--- src/design/ofta_pkg.sv ---
package ofta_pkg;

    localparam int QW    = 16;  // quaternion component width
    localparam int PW    = 32;  // position width
    localparam int MW    = 20;  // rounded matrix entry width
    localparam int OPW   = 22;  // second multiplier operand width
    localparam int VW    = 42;  // vector operand width (delta and body-frame vector)
    localparam int PRW   = MW + OPW;
    localparam int ACCW  = 64;
    localparam int SPLIT = 21;  // the low half of a vector operand
    localparam int NPROD = 10;  // distinct products of one quaternion
    localparam int NMAT  = 9;

    typedef logic signed [QW-1:0]   quat_t;
    typedef logic signed [PW-1:0]   pos_t;
    typedef logic signed [MW-1:0]   mat_t;
    typedef logic signed [VW-1:0]   vec_t;
    typedef logic signed [PW-1:0]   prod_t;
    typedef logic signed [ACCW-1:0] acc_t;

    typedef struct packed {
        logic issue;
        logic clear;
        logic hi;
    } mac_ctl_t;

    // Component pairs for ww, xx, yy, zz, xy, wz, xz, wy, yz, wx.
    localparam logic [1:0] PROD_A [NPROD] =
        '{2'd0, 2'd1, 2'd2, 2'd3, 2'd1, 2'd0, 2'd1, 2'd0, 2'd2, 2'd0};
    localparam logic [1:0] PROD_B [NPROD] =
        '{2'd0, 2'd1, 2'd2, 2'd3, 2'd2, 2'd3, 2'd3, 2'd2, 2'd3, 2'd1};

    // One entry of the rotation matrix, row-major, rounded from Q.28 to Q.14.
    function automatic mat_t mat_entry(input prod_t p [NPROD], input logic [3:0] e);
        logic signed [35:0] ww, xx, yy, zz, xy, wz, xz, wy, yz, wx;
        logic signed [35:0] s;
        logic signed [35:0] r;
        ww = 36'(p[0]);
        xx = 36'(p[1]);
        yy = 36'(p[2]);
        zz = 36'(p[3]);
        xy = 36'(p[4]);
        wz = 36'(p[5]);
        xz = 36'(p[6]);
        wy = 36'(p[7]);
        yz = 36'(p[8]);
        wx = 36'(p[9]);
        case (e)
            4'd0:    s = ww + xx - yy - zz;
            4'd1:    s = (xy + wz) <<< 1;
            4'd2:    s = (xz - wy) <<< 1;
            4'd3:    s = (xy - wz) <<< 1;
            4'd4:    s = ww - xx + yy - zz;
            4'd5:    s = (yz + wx) <<< 1;
            4'd6:    s = (xz + wy) <<< 1;
            4'd7:    s = (yz - wx) <<< 1;
            4'd8:    s = ww - xx - yy + zz;
            default: s = '0;
        endcase
        r = (s + 36'sd8192) >>> 14;
        return r[MW-1:0];
    endfunction

endpackage

--- src/design/ofta_mac.sv ---
module ofta_mac (
    input  logic                            clk,
    input  logic                            rst_n,
    input  ofta_pkg::mac_ctl_t              ctl,
    input  logic signed [ofta_pkg::MW-1:0]  a,
    input  logic signed [ofta_pkg::OPW-1:0] b,
    output logic signed [ofta_pkg::ACCW-1:0] acc
);
    import ofta_pkg::*;

    // Multiply stage, then accumulate stage; a term is registered in prod_reg, then added into acc_reg.
    logic signed [PRW-1:0] prod_reg;
    logic signed [PRW-1:0] prod_next;
    mac_ctl_t              ctl_reg;
    acc_t                  acc_reg;
    acc_t                  addend;

    assign prod_next = a * b;
    assign addend    = ctl_reg.hi ? (ACCW'(prod_reg) <<< SPLIT) : ACCW'(prod_reg);
    assign acc       = acc_reg;

    always_ff @(posedge clk or negedge rst_n)
    begin
        if (!rst_n)
        begin
            ctl_reg <= '0;
        end
        else
        begin
            ctl_reg <= ctl;
        end
    end

    always_ff @(posedge clk)
    begin
        prod_reg <= prod_next;
        if (ctl_reg.issue)
        begin
            acc_reg <= (ctl_reg.clear ? '0 : acc_reg) + addend;
        end
    end

endmodule

--- config.mk ---
export PLATFORM = sky130hd
export DESIGN_NAME = ofta_mac
export DESIGN_NICKNAME = d
export VERILOG_FILES = /design/src/design/ofta_pkg.sv /design/src/design/ofta_mac.sv
export SDC_FILE = /design/constraint.sdc
export NUM_CORES = 2
export LEC_CHECK = 0
export BUFFER_PORTS_ARGS = -buffer_cell sky130_fd_sc_hd__buf_2
export CAP_MARGIN = 20
export CORE_MARGIN = 10
export CORE_UTILIZATION = 34
export DETAILED_ROUTE_END_ITERATION = 12
export GPL_TIMING_DRIVEN = 0
export PLACE_DENSITY = 0.52
export SLEW_MARGIN = 30
export SYNTH_ARGS = -nofsm -noshare
export SYNTH_HDL_FRONTEND = slang
export SYNTH_SLANG_ARGS = --single-unit
--- constraint.sdc ---
create_clock -name clk -period 4.86 [get_ports clk]
set_input_delay 0 -clock clk [delete_from_list [all_inputs] [get_ports clk]]
set_output_delay 0 -clock clk [all_outputs]
set_load 0.02 [all_outputs]
[After elaboration in Yosys (flattened, before gate mapping)]
Index checks and enable logic that the tools add are counted.
Word-level totals
  output and inout bits: 64
  logic and storage cells: 9
  input port bits: 47
  flip-flop bits (word level): 109
Operators by class
  add/subtract/negate cells: 1
  multiplexer cells: 2
  multiply operators: 1
Operators with widths (count)
  $add 64x64->64: 1
  $mux 64: 1
  $mux 62: 1
  $mul 20x22->42: 1

[Longest topological paths before layout]
  depth in word-level cells: 2
  mapped depth: 27
  depth with buffers taken out: 26

[Least setup slack after synthesis]
Ideal clock, no wire load.
  path kind: input-to-reg
  from: input b[14] (netlist name)
  to: register prod_reg[38]
  slack: -1464 ps
  data arrival time: 6252 ps
  setup time: 72 ps
  path buffers: 1
  cell stages on the path: 26
  cells stage by stage: clkbuf_1 > and2_1 > fa_1 > fa_1 > inv_1 > fa_1 > inv_1 > fa_1 > inv_1 > fa_1 > inv_1 > fa_1 > inv_1 > fa_1 > inv_1 > ha_1 > a21oi_1 > nor2_1 > a211o_1 > a211oi_2 > o21ai_2 > a2111oi_2 > nor3_1 > a41o_1 > a41oi_1 > xnor2_1
On the way
  longest elaborated chain between the ends: 1
Ends and longest elaborated chain
  start, declared: line ofta_mac.sv:6  | input logic signed [ofta_pkg::OPW-1:0] b,
  $mul 20x22->42: line ofta_mac.sv:18  | assign prod_next = a * b;
  net prod_next[38]: line ofta_mac.sv:13  | logic signed [PRW-1:0] prod_next;
  end signal, assigned: line ofta_mac.sv:36  | prod_reg <= prod_next;
  end, declared: line ofta_mac.sv:12  | logic signed [PRW-1:0] prod_reg;
The timed path passes the listed nets, and every way through them passes these cells.
A chain may end at the register's enable or synchronous reset.

[Worst setup path after layout]
  from: input a[8] (netlist name)
  to: register prod_reg[39]
On the way
  longest elaborated chain between the ends: 1
Ends and longest elaborated chain
  start, declared: line ofta_mac.sv:5  | input logic signed [ofta_pkg::MW-1:0] a,
  $mul 20x22->42: line ofta_mac.sv:18
  net prod_next[39]: line ofta_mac.sv:13
The timed path passes the listed nets, and every way through them passes these cells.

==> impl_metrics.json <==
{
  "max-cap-violations": 0,
  "wl_per_cell_um": 19.9,
  "path_class": "input port to flop",
  "crit_path_max_incr_delay_ps": 570,
  "overflow": 0,
  "synth_edf_count": 64,
  "syn_inst": 2617,
  "synth_nets": 3295,
  "cts_root_buffer": "clkbuf_16",
  "via_per_inst": 4.82,
  "cts_tree": "done",
  "clockBufferDepth": 2,
  "drive_gt1_share_pct": 16.9,
  "clock_skew_ps": 9.85,
  "ys.flop_type": "edfxtp_1",
  "rsz0062_at_grt": "yes",
  "finalWirelength_um": 74300,
  "critical-path-top-delay-family": "adder cells",
  "clock_sinks": 109,
  "grt_pass1_wl_um": 116000,
  "nets": 3474,
  "ys_warn_count": 0,
  "crit_path_top_delay_cell": "fa_1",
  "diodes": 0,
  "start_util_pct": 34.5,
  "clk_latency_ps": 380,
  "dp_hpwl_um": 63300,
  "ant_nets": 0,
  "ios": 111,
  "arrival_ps": 6370,
  "final_cell_count_no_fill": 3732,
  "grt_max_degree": 37,
  "endpoint_kind": "flop",
  "min_period_ps": 6050,
  "slew_violations": 0,
  "multi_input_area_um2": 19300,
  "post-route-period-util_pct": 124,
  "cts_max_level": 3,
  "grt_pass1_vias": 19480,
  "fp.dieH_um": 284,
  "fmax_mhz": 165,
  "post_synth.cell_area_avg_um2": 9.09,
  "dp_cells": 3637,
  "violations": "setup timing",
  "ys_ff_latch": 109,
  "grt_util_all_layers_pct": 18.5,
  "rrSetupSlack_ps": 320,
  "dr.first_iter.drc_count": 1061,
  "die_w_um": 284,
  "hp-class": "input port to flop",
  "cp_max_fo": 5,
  "io_buffers": 88,
  "syn_to_final_growth_pct": 17.8,
  "antenna_found_initial": 0,
  "dieArea_um2": 80900,
  "seqCellArea_um2": 2840,
  "relSlewSlack_pct": 49.7,
  "fillers": 6922,
  "design.core.area_um2": 68900,
  "vias": 17979,
  "cp_data_required_time_ps": 5190,
  "place.gp.congestion": 0.916,
  "cts_buffers": 9,
  "clkSlewWorstSetupHoldPaths_ps": 80,
  "post_synth_num_cell_types": 70,
  "worst_slack_ps": -1190,
  "synthArstFlopShare_pct": 2.75,
  "final-setup-viol-count": 29,
  "drc_errors": 0,
  "syn-cell-area_um2": 23800,
  "worstMarginPinSlew_ps": 753,
  "hold_violations": 0,
  "fp-row-count": 96,
  "cpMostUsedCell": "fa_1",
  "path_buf_inv": 7,
  "largest_register_ffs": 64,
  "critical_path.startpoint_type": "input port",
  "ys_seq_area_share_pct": 11.9,
  "drt_pass1_iterations": 5,
  "outcome": "finished with violations"
}
-- layout by cell type, fill, tap and decap left out, types with 18 or more instances in the layout --
master       n
a21o_1      49
xor2_1      27
clkbuf_4    24
and2_4      21
xnor2_1     74
nor2b_1     89
inv_2       22
mux2_2      20
clkbuf_2    22
clkbuf_16   24
fa_2        29
o21ai_0     26
buf_6       19
clkbuf_1    34
buf_2       85
nor2_1      59
nand3_1     22
buf_4       60
and2_1     195
inv_1      495
nor3_1      21
a21oi_1     83
o21ai_1     20
nand2_1    307
o21bai_1    18
edfxtp_1    64
a21oi_2     18
fa_1       428
ha_1       156
nand2b_1    20
dfxtp_1     42
-- worst reg2reg max path, cell delays in order (launching register included) --
cell and delay (ps):
dfrtp_2 530, clkbuf_2 330, clkbuf_1 340, nand2_1 170, nand2_1 120, ha_1 120
clkbuf_1 260, and4_1 350, and2_1 200, nand4_1 200, nor4_2 430, o211ai_1 310
a31oi_2 340, a31oi_1 220, o21ai_1 160, a21oi_1 90, xnor2_1 120
-- stage by stage --
step           setup TNS, ps  utilization (%)  setup slack (ps)  cell area (um^2)  hold WS (ps)
2_1_floorplan         -16490                -             -1170             24300          -296
6_report              -21860             40.6             -1190             28000           106
3_3_place_gp          -43990             37.5             -2120             25900          -207
3_5_place_dp          -45350             37.6             -2180             25900          -202
4_1_cts               -20430             39.9             -1260             27500           107
5_1_grt               -26380             40.6             -1360             28000           125
-- logic make-up after synthesis --
| family | count (synthesis) | share of synthesized area (%) |
|---|---|---|
| and+or+nand+nor | 801 | 17.0 |
| buffers and inverters | 648 | 10.3 |
| adders and majority gates | 631 | 47.6 |
| AOI/OAI and AO/OA | 300 | 8.28 |
| DFF | 109 | 11.9 |
| xor gates and xnor gates | 107 | 3.94 |
| muxes | 21 | 0.989 |
-- cells in the mapped netlist (all sizes together) (4+ instances only) --
library cell	n	share of area, %
a211oi	12	0.42
a21o	49	1.5
a21oi	106	2.3
a221oi	4	0.15
a31oi	7	0.25
a41oi	4	0.15
and2	216	5.7
and3	7	0.18
buf	9	0.18
clkbuf	118	1.9
dfxtp	42	3.5
edfxtp	64	8.1
fa	457	38
ha	174	9.2
inv	521	8.2
mux2	20	0.95
nand2	314	5.0
nand2b	21	0.55
nand3	28	0.59
nand4	17	0.45
nor2	67	1.1
nor2b	89	2.3
nor3	23	0.48
nor4	4	0.11
o211ai	7	0.22
o21a	7	0.22
o21ai	52	1.2
o21bai	19	0.60
o31a	4	0.15
xnor2	80	2.9
xor2	27	0.99
-- worst paths after layout --
path                           endpoint  depth (start not counted)        start
hold reg to reg                  acc[0]                          2  prod_reg[0]
min in group asynchronous    ctl_reg[2]                          3        rst_n
max in group asynchronous    ctl_reg[2]                          3        rst_n
setup reg to reg                acc[63]                         16   ctl_reg[0]
setup / recovery           prod_reg[39]                         26         a[8]
hold / removal              prod_reg[1]                          3         a[1]
-- cell type report --
type,count,area share [%]
Clock inverter,6,0.188
Timing Repair Buffer,172,4.76
Inverter,521,7.03
Buffer,123,3.92
Multi-Input combinational cell,1860,69.0
Tap cell,931,4.16
Sequential cell,109,10.2
Clock buffer,10,0.817
-- per-layer routing --
layer	GRT usage, %	wire, um	part of all wire, %	vias up
li1	-	-	-	8406
met1	24.2	33400	45	9081
met2	32.0	36000	48	405
met3	1.95	2820	3.8	87
met4	4.75	2040	2.7	0
met5	0	0	0	-
-- repair_timing --
item | CTS | global route
setup buffers | 50 | 29
endpoints found under the setup margin | 41 | 36
pin swaps | 70 | 75
hold buffers | 6 | 0
gates cloned | 1 | 0
gates resized for setup | 208 | 103
hold endpoints to repair | 7 | 0
Power is not shown: default switching activity piles up to over one toggle a cycle in this logic, so the estimate is an artifact.
